## src/hw/rtl/gfc_pkg.sv

```systemverilog
// shared constants, types and the log2 distance table for the gamma curve evaluator
package gfc_pkg;

    // register indexes of the configuration port
    localparam logic [1:0] REG_GAMMA = 2'd0;
    localparam logic [1:0] REG_MIN   = 2'd1;
    localparam logic [1:0] REG_MAX   = 2'd2;

    // register reset values, 16.16
    localparam logic [31:0] GAMMA_RESET = 32'd65536;
    localparam logic [31:0] MIN_RESET   = 32'd0;
    localparam logic [31:0] MAX_RESET   = 32'd65536;

    // legal gamma window, 16.16
    localparam logic [31:0] GAMMA_LOW_CODE  = 32'd6554;
    localparam logic [31:0] GAMMA_HIGH_CODE = 32'd655360;

    // ln(2) in Q.32
    localparam logic [31:0] LN2_Q32 = 32'hB172_17F7;

    // side data that rides along the series pipeline
    typedef struct packed {
        logic [7:0] idx;
        logic [6:0] shift;
    } tag_t;

    localparam int TAG_W = $bits(tag_t);

    // log2 of an integer 1..255 in Q.31 by repeated squaring
    function automatic logic [33:0] log2_q31(input logic [7:0] v);
        logic [2:0]  msb;
        logic [63:0] x;
        logic [30:0] frac;
        msb  = 3'd0;
        frac = '0;
        for (int b = 1; b < 8; b++)
        begin
            if (v[b])
            begin
                msb = 3'(b);
            end
        end
        x = 64'(v) << (31 - int'(msb));
        for (int k = 0; k < 31; k++)
        begin
            x = (x * x) >> 31;
            if (x >= 64'h1_0000_0000)
            begin
                x = x >> 1;
                frac[30 - k] = 1'b1;
            end
        end
        return {msb, frac};
    endfunction

    typedef logic [33:0] dist_table_t [256];

    // log2(255) - log2(i) for every index, ends unused
    function automatic dist_table_t build_dist_table();
        dist_table_t tbl;
        logic [33:0] top;
        top = log2_q31(8'd255);
        for (int i = 0; i < 256; i++)
        begin
            if (i == 0 || i == 255)
            begin
                tbl[i] = '0;
            end
            else
            begin
                tbl[i] = top - log2_q31(8'(i));
            end
        end
        return tbl;
    endfunction

    localparam dist_table_t DIST_TABLE = build_dist_table();

endpackage

```

## src/hw/rtl/gfc_series_term.sv

```systemverilog
// one term of the e^-x series: multiply, divide by the term number, accumulate
module gfc_series_term #(
    parameter int K = 2
) (
    input  logic                      clk,
    input  logic                      rst_n,
    input  logic                      in_valid,
    input  logic [31:0]               in_term,
    input  logic [31:0]               in_a,
    input  logic [33:0]               in_sum,
    input  logic [gfc_pkg::TAG_W-1:0] in_tag,
    output logic                      out_valid,
    output logic [31:0]               out_term,
    output logic [31:0]               out_a,
    output logic [33:0]               out_sum,
    output logic [gfc_pkg::TAG_W-1:0] out_tag
);

    localparam logic [63:0] RECIP   = 64'((64'd1 << 32) / K);
    localparam logic [31:0] K_CONST = 32'(K);
    localparam logic        ODD     = K_CONST[0];

    logic                      v1_reg, v2_reg, v3_reg;
    logic [31:0]               x1_reg, x2_reg, q0_reg, a1_reg, a2_reg, term3_reg, a3_reg;
    logic [33:0]               sum1_reg, sum2_reg, sum3_reg;
    logic [gfc_pkg::TAG_W-1:0] tag1_reg, tag2_reg, tag3_reg;

    logic [63:0] prod1_next;
    logic [63:0] prod2_next;
    logic [31:0] rem_next;
    logic [31:0] q_next;
    logic [33:0] sum_next;

    // term times a, keep the upper word
    assign prod1_next = 64'(in_term) * 64'(in_a);
    // reciprocal estimate, low by at most one
    assign prod2_next = 64'(x1_reg) * RECIP;

    // correction and accumulation
    always_comb
    begin
        rem_next = x2_reg - 32'(q0_reg * K_CONST);
        q_next   = (rem_next >= K_CONST) ? q0_reg + 32'd1 : q0_reg;
        sum_next = ODD ? sum2_reg - 34'(q_next) : sum2_reg + 34'(q_next);
    end

    // valid chain
    always_ff @(posedge clk or negedge rst_n)
    begin
        if (!rst_n)
        begin
            v1_reg <= 1'b0;
            v2_reg <= 1'b0;
            v3_reg <= 1'b0;
        end
        else
        begin
            v1_reg <= in_valid;
            v2_reg <= v1_reg;
            v3_reg <= v2_reg;
        end
    end

    // data stages
    always_ff @(posedge clk)
    begin
        x1_reg    <= prod1_next[63:32];
        a1_reg    <= in_a;
        sum1_reg  <= in_sum;
        tag1_reg  <= in_tag;
        x2_reg    <= x1_reg;
        q0_reg    <= prod2_next[63:32];
        a2_reg    <= a1_reg;
        sum2_reg  <= sum1_reg;
        tag2_reg  <= tag1_reg;
        term3_reg <= q_next;
        a3_reg    <= a2_reg;
        sum3_reg  <= sum_next;
        tag3_reg  <= tag2_reg;
    end

    assign out_valid = v3_reg;
    assign out_term  = term3_reg;
    assign out_a     = a3_reg;
    assign out_sum   = sum3_reg;
    assign out_tag   = tag3_reg;

endmodule

```

## config.mk

```make
export PLATFORM = sky130hd
export DESIGN_NAME = gfc_series_term
export DESIGN_NICKNAME = d
export VERILOG_FILES = /design/src/hw/rtl/gfc_pkg.sv /design/src/hw/rtl/gfc_series_term.sv
export SDC_FILE = /design/constraint.sdc
export NUM_CORES = 2
export LEC_CHECK = 0
export CORE_MARGIN = 2
export CORE_UTILIZATION = 60
export DETAILED_ROUTE_END_ITERATION = 8
export DONT_BUFFER_PORTS = 1
export PLACE_DENSITY = 0.83
export RECOVER_POWER = 100
export SLEW_MARGIN = 25
export SYNTH_ARGS = -nofsm -noshare
export SYNTH_HDL_FRONTEND = slang
export SYNTH_SLANG_ARGS = --single-unit
```

## constraint.sdc

```tcl
create_clock -name clk -period 2.6 [get_ports clk]
set_input_delay 0.52 -clock clk [delete_from_list [all_inputs] [get_ports clk]]
set_output_delay 0.52 -clock clk [all_outputs]
set_load 0.05 [all_outputs]
```

# Word level (Yosys, flattened, before mapping)
# Index checks and enable logic that the tools add are counted.
dict set report word_totals {
  mem_bits_ro 0
  in_bits 116
  latchBits 0
  elab_cells 22
  mem_count 0
  mem_bits_rw 0
  ff_bits 373
}
dict set report classes {
  bitwise_logic 0
  order_cmp 1
  n_addsub 3
  n_eq_ne 0
  n_mux 1
  div_mod_pow 0
  n_mul 1
  shifts 0
  n_reduce_logical 0
}
# op n
set ops {}
lappend ops {{$mul A32 B32 Y64} 1}
lappend ops {{$add A34 B32 Y34} 1}
lappend ops {{$add A31 B1 Y32 const B} 1}
lappend ops {{$ge A32 B2 Y1 const B} 1}
lappend ops {{$mux W32} 1}
lappend ops {{$sub A32 B32 Y32} 1}

# Depth between registers and ports, before layout
dict set report depth {
  ltp_word 4
  depth_mapped 28
  ltp_nobuf 27
}

# Worst setup path before layout
# No wires, ideal clock.
dict set report synth_path {
  kind {in2reg}
  start {in in_term[29]}
  end {reg x1_reg[30]}
  setup_ns 0.072
  stages 25
  arrival_ns 7.094
  path_slack_ns -4.565
  cell_sequence {clkbuf_1 > nand2_1 > fa_1 > inv_1 > fa_1 > inv_1 > fa_1 > fa_1 > inv_1 > fa_1 > fa_1 > fa_1 > inv_1 > fa_1 > inv_1 > ha_1 > nand4_1 > o221ai_1 > nand4_1 > o211ai_1 > a211oi_1 > o41ai_2 > a41oi_2 > o31ai_2 > xor2_1}
}
dict set report synth_between {
  elab_chain_cells 1
}
# item line
set synth_rtl {}
lappend synth_rtl {{start: declaration} gfc_series_term.sv:8} ;# input logic [31:0] in_term,
lappend synth_rtl {{$mul A32 B32 Y64} gfc_series_term.sv:35} ;# assign prod1_next = 64'(in_term) * 64'(in_a);
lappend synth_rtl {{via prod1_next[62]} gfc_series_term.sv:28} ;# logic [63:0] prod1_next;
lappend synth_rtl {{end signal: assignment} gfc_series_term.sv:67} ;# x1_reg <= prod1_next[63:32];
lappend synth_rtl {{end: declaration} gfc_series_term.sv:24} ;# logic [31:0] x1_reg, x2_reg, q0_reg, a1_reg, a2_reg, term3_reg, a3_reg;
# The timed path passes the listed nets, and every way through them passes these cells.

# Worst setup path after layout
dict set report layout_path {
  start {in in_term[15]}
  end {reg x1_reg[31]}
}
# Same word-level chain as after synthesis.

==> out/qor.csv <==
metric,value,unit
hold_slack,183,ps
root_buffer,clkbuf_16,
clk_path_buf_depth,3,
cap_violations,0,
rsz0062_at_grt,yes,
dp_slack,-4810,ps
avgSynthCellArea,9.83,µm²
die_h,266,µm
grt_pass1_wl,173,mm
final_util,68.5,%
min_period,6700,ps
reg2reg_depth,13,
multiInputGateArea,31600,µm²
globalRouteTotalUtil,31.7,%
ys_seq_area_share,16.5,%
die_x,266,µm
finalHoldViolations,0,
drt_wl_total,109,mm
drv_slew,0,
core-area,68200,µm²
crit_start,in_term[15],
synthTopCellsByArea,"fa_1, dfxtp_1, and2_1",
grt_busiest_layer,met2,
reg2reg_slack,-630,ps
num_rows,96,
ys_warn_count,0,
nets,5634,
cp_num_buf_inv,5,
placedInstanceArea,43500,µm²
overflow,0,
yosysTopAreaCell,fa_1,
use_met1,36.5,%
synthArstFlopShare,0.885,%
io_buffers,0,
clock_sinks,339,
r2r_start,x2_reg[1],
remaining_drc_errors,0,
synth_ff_type,dfxtp_1,
fin_crit_sh,258,%
htreeDepth,2,
start_kind,input pin,
synth_nets,5491,
endpoint_kind,flop,
num-fill-cells,4805,
final_area,46700,µm²
worstHoldPathType,in2async,
cp-endpoint,x1_reg[31],
fmax,149,MHz
seq_area,6800,µm²
setup_ws,-4100,ps
drtIter0Drc,1949,
final_cell_mix,"inv_1, fa_1, and2_1, nand2_1, dfxtp_1",
cts_tree,done,
grt_use_met3,5.52,%
synthToLayoutAreaGrowth,13.5,%
cts_buffers,36,
antenna_found_initial,4,
max_slew_margin,61.0,%
vias,29614,
wl_per_cell,20.8,µm
status,"finished, violations left",
cp_slowest_cell,fa_2,
cp_common_cell,fa_1,
worstMarginPinSlew,585,ps
grt_pass1_vias,33018,
drt-vias-per-instance,5.65,
io_pins,230,
insertion_delay,580,ps
die-area,70700,µm²
grt_max_degree,34,
final_common_cell,inv_1,
dpl.hpwl,79.6,mm
synth_edf_count,0,
cts.clk_slew.worst_paths,60,ps
finClkSkew,34.6,ps
first_pass_iters,6,
initial_utilization,60.3,%
worstSetupPathType,in2reg,
place_congestion,0.914,
setup_violations,48,
syn-cell-area,41200,µm²
synth_top_area_share,43.6,%
violations,setup timing,
cpLargestDelayFamily,adder cells,
syn_inst,4188,
postRouteAntennaNets,0,
synth.distinct_cells,67,
crit_chain,and2_4 > fa_1 > inv_1 > fa_1 > inv_1 > fa_1 > fa_2 > fa_1 > fa_1 > fa_1 > inv_2 > fa_1 > inv_2 > ha_4 > nand3_2 > or4_4 > nor2_4 > a21boi_4 > o31ai_4 > nand2_1 > buf_6 > o31ai_4 > o41ai_2 > xnor2_1,
grtUsageMet2,55.1,%
final_layout_size_suffix_gt1_share,12.4,%
cp_num_cells,24,
worstPathRequired,3040,ps
cp_slowest_stage_delay,610,ps
ys_ff_latch,339,
crit_fanout,32,
worstReg2RegEnd,out_sum[32],
arrival,7140,ps
[synth_stat cells, types with 10 or more instances]
cell type and instances:
inv_1 884, o21bai_1 12, nand2_1 494, a21oi_1 88
a21o_1 44, nand3_1 19, fa_1 896, clkbuf_1 205
xor2_1 28, nand4_1 20, o21ai_0 41, dfxtp_1 336
xnor2_1 35, and2_1 595, nor2_1 55, nor3_1 17
nor2b_1 10, ha_1 291
[cell type report]
cell class	count	area share (%)
Multi-Input combinational cell	2758	67.6
Timing Repair Buffer	312	5.62
Sequential cell	339	14.6
Antenna cell	3	0.0161
Tap cell	882	2.36
Clock inverter	18	0.576
Inverter	884	7.10
Clock buffer	45	2.13
[what timing repair did]
item | CTS | global route
setup endpoints to repair | 45 | 51
cloned | 0 | 0
pin swaps | 78 | 95
resized for setup | 133 | 103
hold endpoints to repair | 85 | 1
hold buffers | 82 | 1
setup buffers | 18 | 25
[cells by family (layout without fill, tap and decap cells)]
logic type / Yosys count / after routing / synth area share, %
flops: 339 / 339 / 16.5
fa+ha+maj: 1187 / 1187 / 52.4
xor+xnor: 63 / 63 / 1.34
compound gates: 268 / 268 / 4.29
buf+inv: 1091 / 1259 / 9.96
other cells: 1 / 4 / 0.00911
simple gates: 1239 / 1239 / 15.4
[stage by stage]
step	cells	setup TNS [ps]
2_1_floorplan	4188	-121570
6_report	5241	-124330
5_1_grt	5239	-131600
4_1_cts	5217	-117090
3_5_place_dp	5061	-141010
3_3_place_gp	5061	-138820
[worst min-delay path by stage]
stage / startpoint / endpoint / slack, ps / cells after the start
global route: rst_n / v2_reg / 180 / 1
floorplan: rst_n / out_valid / 220 / 0
finish: rst_n / v1_reg / 180 / 1
CTS: in_a[20] / a1_reg[20] / -50 / 0
global placement: rst_n / v1_reg / 220 / 0
detailed placement: rst_n / out_valid / 220 / 0
[per-layer routing]
layer  up-vias  part of all wire [%]
met3       498                   7.8
li1      12595                     -
met4         2                   7.0
met5         -                 0.012
met2      1476                    51
met1     15043                    35
[worst reg2reg max path: cells and delay by family, from the launching register on]
kind / cells / cell delay, ps
AO/OA/AOI/OAI: 6 / 1280
buffers and inverters: 2 / 230
adder cells (fa/ha/maj): 2 / 610
flip-flops: 1 / 390
AND/OR/NAND/NOR: 3 / 620
Power is not shown: default switching activity piles up to over one toggle a cycle in this logic, so the estimate is an artifact.
